--- config.mk ---
export PLATFORM = sky130hd
export DESIGN_NAME = key_value_map_table_top
export DESIGN_NICKNAME = d
export VERILOG_FILES = /design/src/hdl/kvm_pkg.sv /design/src/hdl/key_value_map_table_top.sv /design/src/hdl/kvm_ram.sv /design/src/hdl/kvm_front.sv /design/src/hdl/kvm_back.sv
export SDC_FILE = /design/constraint.sdc
export NUM_CORES = 2
export LEC_CHECK = 0
export ABC_AREA = 0
export BUFFER_PORTS_ARGS = -buffer_cell sky130_fd_sc_hd__clkbuf_2
export CORE_ASPECT_RATIO = 0.5
export CORE_MARGIN = 2
export CORE_UTILIZATION = 45
export CTS_BUF_LIST = sky130_fd_sc_hd__clkbuf_16
export DETAILED_ROUTE_END_ITERATION = 16
export PLACE_DENSITY_LB_ADDON = 0.2
export SLEW_MARGIN = 20
export SYNTH_ARGS = -nofsm -noshare
export SYNTH_HDL_FRONTEND = slang
export SYNTH_HIERARCHICAL = 1
export SYNTH_SLANG_ARGS = --single-unit
--- constraint.sdc ---
create_clock -name clk_i -period 15.2 [get_ports clk_i]
set_input_delay 1.52 -clock clk_i [delete_from_list [all_inputs] [get_ports clk_i]]
set_output_delay 1.52 -clock clk_i [all_outputs]
set_load 0.01 [all_outputs]
--- src/hdl/kvm_pkg.sv ---
`timescale 1ns / 1ps
// ----------------------------------------------------------------------------
// Key/value table package
// Shared item types, mode codes and the command format passed from the
// front end to the back end of the key/value table.
// ----------------------------------------------------------------------------
package kvm_pkg;

  // Mode codes of an input item.
  localparam logic [1:0] MODE_SET   = 2'd0;
  localparam logic [1:0] MODE_UNSET = 2'd1;
  localparam logic [1:0] MODE_GET   = 2'd2;

  localparam int KeyW = 64;
  localparam int ValW = 64;

  // Decoded operation carried through the command queue.
  typedef enum logic [1:0] {
    OP_SET,
    OP_UNSET,
    OP_GET,
    OP_NOP
  } op_e;

  typedef struct packed {
    logic [1:0]      mode;
    logic [KeyW-1:0] key;
    logic [ValW-1:0] value;
  } in_item_t;

  typedef struct packed {
    logic            found;
    logic [ValW-1:0] read_value;
    logic            table_full;
  } out_item_t;

  typedef struct packed {
    op_e             op;
    logic [KeyW-1:0] key;
    logic [ValW-1:0] value;
  } cmd_t;

endpackage

--- src/hdl/key_value_map_table_top.sv ---
`timescale 1ns / 1ps
// A match ends the scan early, and a get that hits passes through an extra
// read state before its result. The back end takes one item at a time,
// scanning with the single key comparator that reads one slot per cycle
// from the key store. Reset empties the table at once (valid bits
// clear); key and value stores are not cleared.
// ----------------------------------------------------------------------------
// Key/value table top level
// Fixed-capacity key/value table with unique keys: set, unset and get.
// ----------------------------------------------------------------------------
module key_value_map_table_top #(
  parameter int ENTRIES = 16
) (
  input  logic               clk_i,
  input  logic               rst_ni,
  input  logic               in_valid_i,
  output logic               in_stall_o,
  input  kvm_pkg::in_item_t  in_item_i,
  output logic               out_valid_o,
  input  logic               out_stall_i,
  output kvm_pkg::out_item_t out_item_o
);

  logic          cmd_valid;
  logic          cmd_pop;
  kvm_pkg::cmd_t cmd;

  // Front end: accept, decode and queue.
  kvm_front u_front (
    .clk_i      (clk_i),
    .rst_ni     (rst_ni),
    .in_valid_i (in_valid_i),
    .in_stall_o (in_stall_o),
    .in_item_i  (in_item_i),
    .cmd_valid_o(cmd_valid),
    .cmd_pop_i  (cmd_pop),
    .cmd_o      (cmd)
  );

  // Back end: slot scan, update and result.
  kvm_back #(.ENTRIES(ENTRIES)) u_back (
    .clk_i      (clk_i),
    .rst_ni     (rst_ni),
    .cmd_valid_i(cmd_valid),
    .cmd_pop_o  (cmd_pop),
    .cmd_i      (cmd),
    .out_valid_o(out_valid_o),
    .out_stall_i(out_stall_i),
    .out_item_o (out_item_o)
  );

  // The back end never pops an empty queue.
  a_pop_nonempty: assert property (@(posedge clk_i) disable iff (!rst_ni)
    cmd_pop |-> cmd_valid) else $error("command popped from empty queue");

  // A full queue always offers a command to the back end.
  a_full_offers: assert property (@(posedge clk_i) disable iff (!rst_ni)
    in_stall_o |-> cmd_valid) else $error("queue full but no command offered");

  // A result never reports both a hit and a dropped pair.
  a_found_xor_full: assert property (@(posedge clk_i) disable iff (!rst_ni)
    out_valid_o |-> !(out_item_o.found && out_item_o.table_full))
    else $error("result has found and table_full set");

  // A nonzero read value only comes with a hit.
  a_value_needs_hit: assert property (@(posedge clk_i) disable iff (!rst_ni)
    (out_valid_o && (out_item_o.read_value != '0)) |-> out_item_o.found)
    else $error("read value without a hit");

endmodule

--- src/hdl/kvm_ram.sv ---
`timescale 1ns / 1ps
// ----------------------------------------------------------------------------
// Generic simple dual-port RAM
// One write port and one read port with registered read data.
// ----------------------------------------------------------------------------
module kvm_ram #(
  parameter int WIDTH = 64,
  parameter int DEPTH = 16,
  parameter int AW    = (DEPTH > 1) ? $clog2(DEPTH) : 1
) (
  input  logic             clk_i,
  input  logic             we_i,
  input  logic [AW-1:0]    waddr_i,
  input  logic [WIDTH-1:0] wdata_i,
  input  logic [AW-1:0]    raddr_i,
  output logic [WIDTH-1:0] rdata_o
);

  logic [WIDTH-1:0] mem_q [DEPTH];
  logic [WIDTH-1:0] rdata_q;

  // Write and registered read.
  always_ff @(posedge clk_i) begin
    if (we_i) begin
      mem_q[waddr_i] <= wdata_i;
    end
    rdata_q <= mem_q[raddr_i];
  end

  assign rdata_o = rdata_q;

endmodule

--- src/hdl/kvm_front.sv ---
`timescale 1ns / 1ps
// ----------------------------------------------------------------------------
// Key/value table front end
// Accepts input items, decodes the mode into an operation and holds the
// decoded commands in a two-entry queue for the back end.
// ----------------------------------------------------------------------------
module kvm_front (
  input  logic              clk_i,
  input  logic              rst_ni,
  input  logic              in_valid_i,
  output logic              in_stall_o,
  input  kvm_pkg::in_item_t in_item_i,
  output logic              cmd_valid_o,
  input  logic              cmd_pop_i,
  output kvm_pkg::cmd_t     cmd_o
);

  kvm_pkg::cmd_t mem_q [2];
  logic          wr_ptr_q;
  logic          rd_ptr_q;
  logic [1:0]    count_q;
  logic          push;
  logic          pop;
  kvm_pkg::cmd_t cmd_in;

  // Decode the mode; the unused code becomes a no-op.
  always_comb begin
    cmd_in.key   = in_item_i.key;
    cmd_in.value = in_item_i.value;
    case (in_item_i.mode)
      kvm_pkg::MODE_SET:   cmd_in.op = kvm_pkg::OP_SET;
      kvm_pkg::MODE_UNSET: cmd_in.op = kvm_pkg::OP_UNSET;
      kvm_pkg::MODE_GET:   cmd_in.op = kvm_pkg::OP_GET;
      default:             cmd_in.op = kvm_pkg::OP_NOP;
    endcase
  end

  assign in_stall_o  = (count_q == 2'd2);
  assign cmd_valid_o = (count_q != 2'd0);
  assign push        = in_valid_i && !in_stall_o;
  assign pop         = cmd_pop_i && cmd_valid_o;
  assign cmd_o       = mem_q[rd_ptr_q];

  // Queue storage.
  always_ff @(posedge clk_i) begin
    if (push) begin
      mem_q[wr_ptr_q] <= cmd_in;
    end
  end

  // Queue pointers and fill count.
  always_ff @(posedge clk_i or negedge rst_ni) begin
    if (!rst_ni) begin
      wr_ptr_q <= 1'b0;
      rd_ptr_q <= 1'b0;
      count_q  <= 2'd0;
    end else begin
      if (push) begin
        wr_ptr_q <= !wr_ptr_q;
      end
      if (pop) begin
        rd_ptr_q <= !rd_ptr_q;
      end
      if (push && !pop) begin
        count_q <= count_q + 2'd1;
      end else if (pop && !push) begin
        count_q <= count_q - 2'd1;
      end
    end
  end

endmodule

--- src/hdl/kvm_back.sv ---
`timescale 1ns / 1ps
// ----------------------------------------------------------------------------
// Key/value table back end
// Scans the slots with one key comparator, then updates the table and
// places the result in the output register.
// ----------------------------------------------------------------------------
module kvm_back #(
  parameter int ENTRIES = 16
) (
  input  logic               clk_i,
  input  logic               rst_ni,
  input  logic               cmd_valid_i,
  output logic               cmd_pop_o,
  input  kvm_pkg::cmd_t      cmd_i,
  output logic               out_valid_o,
  input  logic               out_stall_i,
  output kvm_pkg::out_item_t out_item_o
);

  localparam int          IW   = (ENTRIES > 1) ? $clog2(ENTRIES) : 1;
  localparam logic [IW-1:0] LAST = IW'(ENTRIES - 1);

  localparam logic [1:0] ST_IDLE = 2'd0;
  localparam logic [1:0] ST_SCAN = 2'd1;
  localparam logic [1:0] ST_EXEC = 2'd2;
  localparam logic [1:0] ST_READ = 2'd3;

  logic [1:0]          state_q, state_d;
  kvm_pkg::cmd_t       cur_q;
  logic [ENTRIES-1:0]  valid_q;
  logic [IW-1:0]       rd_idx_q;
  logic                rd_run_q;
  logic [IW-1:0]       chk_idx_q;
  logic                chk_vld_q;
  logic                m_found_q;
  logic [IW-1:0]       m_idx_q;
  logic                free_found_q;
  logic [IW-1:0]       free_idx_q;
  logic                out_valid_q;
  kvm_pkg::out_item_t  out_item_q;

  logic [kvm_pkg::KeyW-1:0] key_rdata;
  logic [kvm_pkg::ValW-1:0] val_rdata;
  logic                     key_we;
  logic                     val_we;
  logic [IW-1:0]            wr_idx;
  logic                     set_vld;
  logic                     clr_vld;
  logic                     res_load;
  kvm_pkg::out_item_t       res_d;
  logic                     out_free;
  logic                     chk_hit;
  logic                     chk_last;

  // Slot key and value stores; valid bits live in flip-flops.
  kvm_ram #(.WIDTH(kvm_pkg::KeyW), .DEPTH(ENTRIES), .AW(IW)) u_key_ram (
    .clk_i  (clk_i),
    .we_i   (key_we),
    .waddr_i(wr_idx),
    .wdata_i(cur_q.key),
    .raddr_i(rd_idx_q),
    .rdata_o(key_rdata)
  );

  kvm_ram #(.WIDTH(kvm_pkg::ValW), .DEPTH(ENTRIES), .AW(IW)) u_val_ram (
    .clk_i  (clk_i),
    .we_i   (val_we),
    .waddr_i(wr_idx),
    .wdata_i(cur_q.value),
    .raddr_i(m_idx_q),
    .rdata_o(val_rdata)
  );

  assign out_free  = !out_valid_q || !out_stall_i;
  assign cmd_pop_o = (state_q == ST_IDLE) && cmd_valid_i;
  assign chk_hit   = chk_vld_q && valid_q[chk_idx_q] && (key_rdata == cur_q.key);
  assign chk_last  = chk_vld_q && (chk_idx_q == LAST);

  // Next state, table updates and result formation.
  always_comb begin
    state_d  = state_q;
    key_we   = 1'b0;
    val_we   = 1'b0;
    wr_idx   = m_idx_q;
    set_vld  = 1'b0;
    clr_vld  = 1'b0;
    res_load = 1'b0;
    res_d    = '0;
    case (state_q)
      ST_IDLE: begin
        if (cmd_valid_i) begin
          state_d = (cmd_i.op == kvm_pkg::OP_NOP) ? ST_EXEC : ST_SCAN;
        end
      end
      ST_SCAN: begin
        if (chk_hit || chk_last) begin
          state_d = ST_EXEC;
        end
      end
      ST_EXEC: begin
        if (cur_q.op == kvm_pkg::OP_GET && m_found_q) begin
          // The value store read is already addressed by the match index.
          state_d = ST_READ;
        end else if (out_free) begin
          res_load = 1'b1;
          state_d  = ST_IDLE;
          case (cur_q.op)
            kvm_pkg::OP_SET: begin
              if (m_found_q) begin
                val_we      = 1'b1;
                res_d.found = 1'b1;
              end else if (free_found_q) begin
                wr_idx  = free_idx_q;
                key_we  = 1'b1;
                val_we  = 1'b1;
                set_vld = 1'b1;
              end else begin
                res_d.table_full = 1'b1;
              end
            end
            kvm_pkg::OP_UNSET: begin
              if (m_found_q) begin
                clr_vld     = 1'b1;
                res_d.found = 1'b1;
              end
            end
            default: begin
            end
          endcase
        end
      end
      ST_READ: begin
        if (out_free) begin
          res_load         = 1'b1;
          res_d.found      = 1'b1;
          res_d.read_value = val_rdata;
          state_d          = ST_IDLE;
        end
      end
      default: begin
        state_d = ST_IDLE;
      end
    endcase
  end

  // Current command and the output payload.
  always_ff @(posedge clk_i) begin
    if (cmd_pop_o) begin
      cur_q <= cmd_i;
    end
    if (res_load) begin
      out_item_q <= res_d;
    end
  end

  // Control state, scan counters and valid bits.
  always_ff @(posedge clk_i or negedge rst_ni) begin
    if (!rst_ni) begin
      state_q      <= ST_IDLE;
      valid_q      <= '0;
      rd_idx_q     <= '0;
      rd_run_q     <= 1'b0;
      chk_idx_q    <= '0;
      chk_vld_q    <= 1'b0;
      m_found_q    <= 1'b0;
      m_idx_q      <= '0;
      free_found_q <= 1'b0;
      free_idx_q   <= '0;
      out_valid_q  <= 1'b0;
    end else begin
      state_q <= state_d;

      // Start a new scan from slot zero.
      if (state_q == ST_IDLE) begin
        rd_idx_q     <= '0;
        rd_run_q     <= cmd_valid_i;
        chk_vld_q    <= 1'b0;
        m_found_q    <= 1'b0;
        free_found_q <= 1'b0;
      end

      if (state_q == ST_SCAN) begin
        // Issue side: one key read per cycle; track the lowest free slot.
        chk_vld_q <= rd_run_q;
        chk_idx_q <= rd_idx_q;
        if (rd_run_q) begin
          if (!valid_q[rd_idx_q] && !free_found_q) begin
            free_found_q <= 1'b1;
            free_idx_q   <= rd_idx_q;
          end
          if (rd_idx_q != LAST) begin
            rd_idx_q <= rd_idx_q + IW'(1);
          end
        end
        // Compare side: stop at the first matching valid slot.
        if (chk_hit) begin
          m_found_q <= 1'b1;
          m_idx_q   <= chk_idx_q;
        end
        // Reads stop after the last slot or once a match is seen.
        if (chk_hit || (rd_run_q && rd_idx_q == LAST)) begin
          rd_run_q <= 1'b0;
        end
      end

      if (set_vld) begin
        valid_q[wr_idx] <= 1'b1;
      end
      if (clr_vld) begin
        valid_q[wr_idx] <= 1'b0;
      end

      if (res_load) begin
        out_valid_q <= 1'b1;
      end else if (!out_stall_i) begin
        out_valid_q <= 1'b0;
      end
    end
  end

  assign out_valid_o = out_valid_q;
  assign out_item_o  = out_item_q;

endmodule
==> results.toml <==
[outcome]
outcome = "finished, final reports clean"

[sta]
finalClockSkew_ns = 0.0497
drv_slew = 0
setup_viol = 0
rsz0062_at_grt = "false"
slew_headroom = 0.166
max_slew.worst_pin.slew_ns = 1.25
hold_viol_final = 0
setup_slack_ns = 9.71
period_share = 0.361
period_minus_slack_ns = 5.49
tns_ns = 0
max_freq_ghz = 0.182

[logic_synthesis]
synth_top_cell_by_area = "edfxtp_1"
synth_edf_count = 2504
yosysWarnings = 6
syn-num-nets = 4456
synth_cell_type_count = 57
synth-async-reset-ratio = 0.0161
syn_inst = 4320
ys_ff_latch = 2675
ys_seq_area_frac = 0.800
synth_ff_type = "edfxtp_1"
syn_avg_cell_area_um2 = 22.8
synth_area_um2 = 98600
yosys.area.top_type_share = 0.763
synthTopCellsByArea = "edfxtp_1 76%, mux4_2 12%, dfxtp_1 2.6%"

[worst_setup_path]
cp_max_fo = 45
crit_required_ns = 15.64
startpoint_type = "input pin"
arrival_ns = 5.93
end_kind = "flop"
worstSetupPathType = "in -> reg"

[placed_design]
globalplace.congestion = 0.773
hpwl_mm = 112
dp_slack_ns = 8.89
io_buffers = 201
placed_area_um2 = 103000

[global_route]
antenna_found_initial = 5
grt_max_degree = 154
overflow = 0
grt_pass1_wl_mm = 309
grtUsageTotal = 0.186
grt_pass1_vias = 46500

[power_and_ir_drop]
peakVddDrop_mv = 0.117
p_sw_frac = 0.258
power_density_nw_per_um2 = 164
p_leak_nw = 34.9
intPower_mw = 13.4
p_sw_mw = 4.65
seqPwrFrac = 0.569
comb_power_share = 0.120
p_clk_frac = 0.312

[die]
io_pins = 202
die_y_um = 335
die-area_um2 = 223000
row_count = 121
core_area_um2 = 218000
dieWidth_um = 666
start_util = 0.453

[run]
drv_cap = 0

[clock_tree]
cts_buffers = 231
cts_buffer_depth = 4
cts.repair.resized = 0
htreeDepth = 4
clkLatencyLatePin_ns = 0.88
root_buffer = "clkbuf_16"
clkTransAtPathRegs_ns = 0.07
cts_sinks = 2675
cts_hold_buf = 0
cts_tree = "yes"
post_cts_buffers = 0

[final_layout]
final_common_cell = "edfxtp_1"
drive_above_1_share = 0.276
syn_to_final_growth_pct = 12.0
final_cell_mix = "2,504 x edfxtp_1, 520 x mux4_2, 256 x a22oi_1"
seqCellArea_um2 = 78800
design_area_um2 = 110000
fill_cells = 17000
final_nets = 4784
multi_input_area_um2 = 18900

[drt]
wl_per_cell_um = 27.0
vias = 43900
wl_mm = 209
drc_errors = 0
dr.pass1.iters = 7
ant_nets = 0
vias_per_cell = 5.67
drt_iter0_drc = 3830

[hold_path]
worstHoldPathType = "reg -> reg"
-- registers in the layout, summed over array words and instances (netlist names), 4 cells and up --
| signal | count |
|---|---|
| u_front/mem_q | 260 |
| u_back/rd_idx_q | 4 |
| u_back/u_key_ram/mem_q | 1024 |
| u_back/out_item_o | 66 |
| u_back/cur_q | 130 |
| u_back/m_idx_q | 4 |
| u_back/u_val_ram/mem_q | 1024 |
| u_back/free_idx_q | 4 |
| u_back/chk_idx_q | 4 |
| u_back/u_val_ram/rdata_o | 64 |
| u_back/valid_q | 16 |
| u_back/u_key_ram/rdata_o | 64 |
-- cell usage after synthesis, types with 13 or more instances --
master,instances
a21oi_1,36
a22oi_1,256
and2_1,66
buf_1,28
buf_2,31
buf_6,37
clkbuf_1,89
dfrtp_1,43
dfxtp_1,128
edfxtp_1,2504
mux2_2,54
mux2_4,91
mux4_2,520
nand2_1,155
nand2b_1,24
nand3_1,14
nand4_1,18
nor2_1,38
nor2b_1,13
nor3_1,14
nor4_1,14
xnor2_1,33
xor2_1,25
-- cell families (layout without fill, tap and decap cells) --
logic type	after synthesis	in the layout	share of synthesized area
and+or+nand+nor	386	386	0.0201
DFF	2675	2675	0.800
buffers and inverters	210	731	0.0118
adders and majority gates	2	2	0.000254
muxes	669	669	0.140
AOI/OAI and AO/OA	320	320	0.0235
other	0	1	0
xor gates and xnor gates	58	58	0.00515
-- path summary, 6_finish.rpt --
path / start / to / slack [ns] / cells past startpoint
max reg2reg: u_back/state_q[1] / u_back/u_key_ram/mem_q[9][26] / 9.99 / 9
min: u_front/count_q[1] / u_front/count_q[1] / 0.49 / 1
min reg2reg: u_front/count_q[1] / u_front/count_q[1] / 0.49 / 1
max: out_stall_i / u_back/u_key_ram/mem_q[9][26] / 9.71 / 10
max in group asynchronous: rst_ni / u_back/m_idx_q[0] / 14.00 / 2
min in group asynchronous: rst_ni / u_front/rd_ptr_q / 0.74 / 2
-- stage by stage --
step                       util  total power, mW  std cells  hold slack (ns)
after floorplan               -             11.6       4320            0.456
after global placement    0.474             12.6       7303            0.475
after detailed placement  0.474             12.7       7303            0.480
after CTS                 0.507             18.3       7729            0.492
after global routing      0.507             18.8       7731            0.525
final                     0.507             18.1       7732            0.491
-- worst max-delay path, stage by stage --
cell	delay [ns]
clkbuf_2	0.11
a21bo_4	0.25
or4_4	0.44
or3b_4	0.52
clkinv_1	0.29
nand2_1	0.09
nand2_1	0.56
nand2b_1	0.42
nor2_4	0.83
buf_4	0.84
-- layer usage --
metal	up-vias	track usage	share of wire
li1	18700	-	-
met1	23800	0.259	0.43
met2	1069	0.313	0.50
met3	304	0.0287	0.047
met4	2	0.0427	0.022
met5	-	0	0.000053
-- area by class of cell --
cell class                      instances  share of cell area
Clock buffer                          234              0.0531
Multi-Input combinational cell       1435               0.171
Clock inverter                        192              0.0117
Timing Repair Buffer                  293              0.0162
Tap cell                             2890              0.0328
Inverter                               12            0.000408
Antenna cell                            1           0.0000227
Sequential cell                      2675               0.714
-- power by group through the flow --
stage          clock network, mW  logic, mW  registers, mW
2_1_floorplan                  0       1.50           10.1
3_3_place_gp                   0       2.19           10.4
3_5_place_dp                   0       2.22           10.5
4_1_cts                     5.79       2.23           10.3
5_1_grt                     6.07       2.34           10.4
6_report                    5.63       2.16           10.3
(Power assumes the default switching activity.)
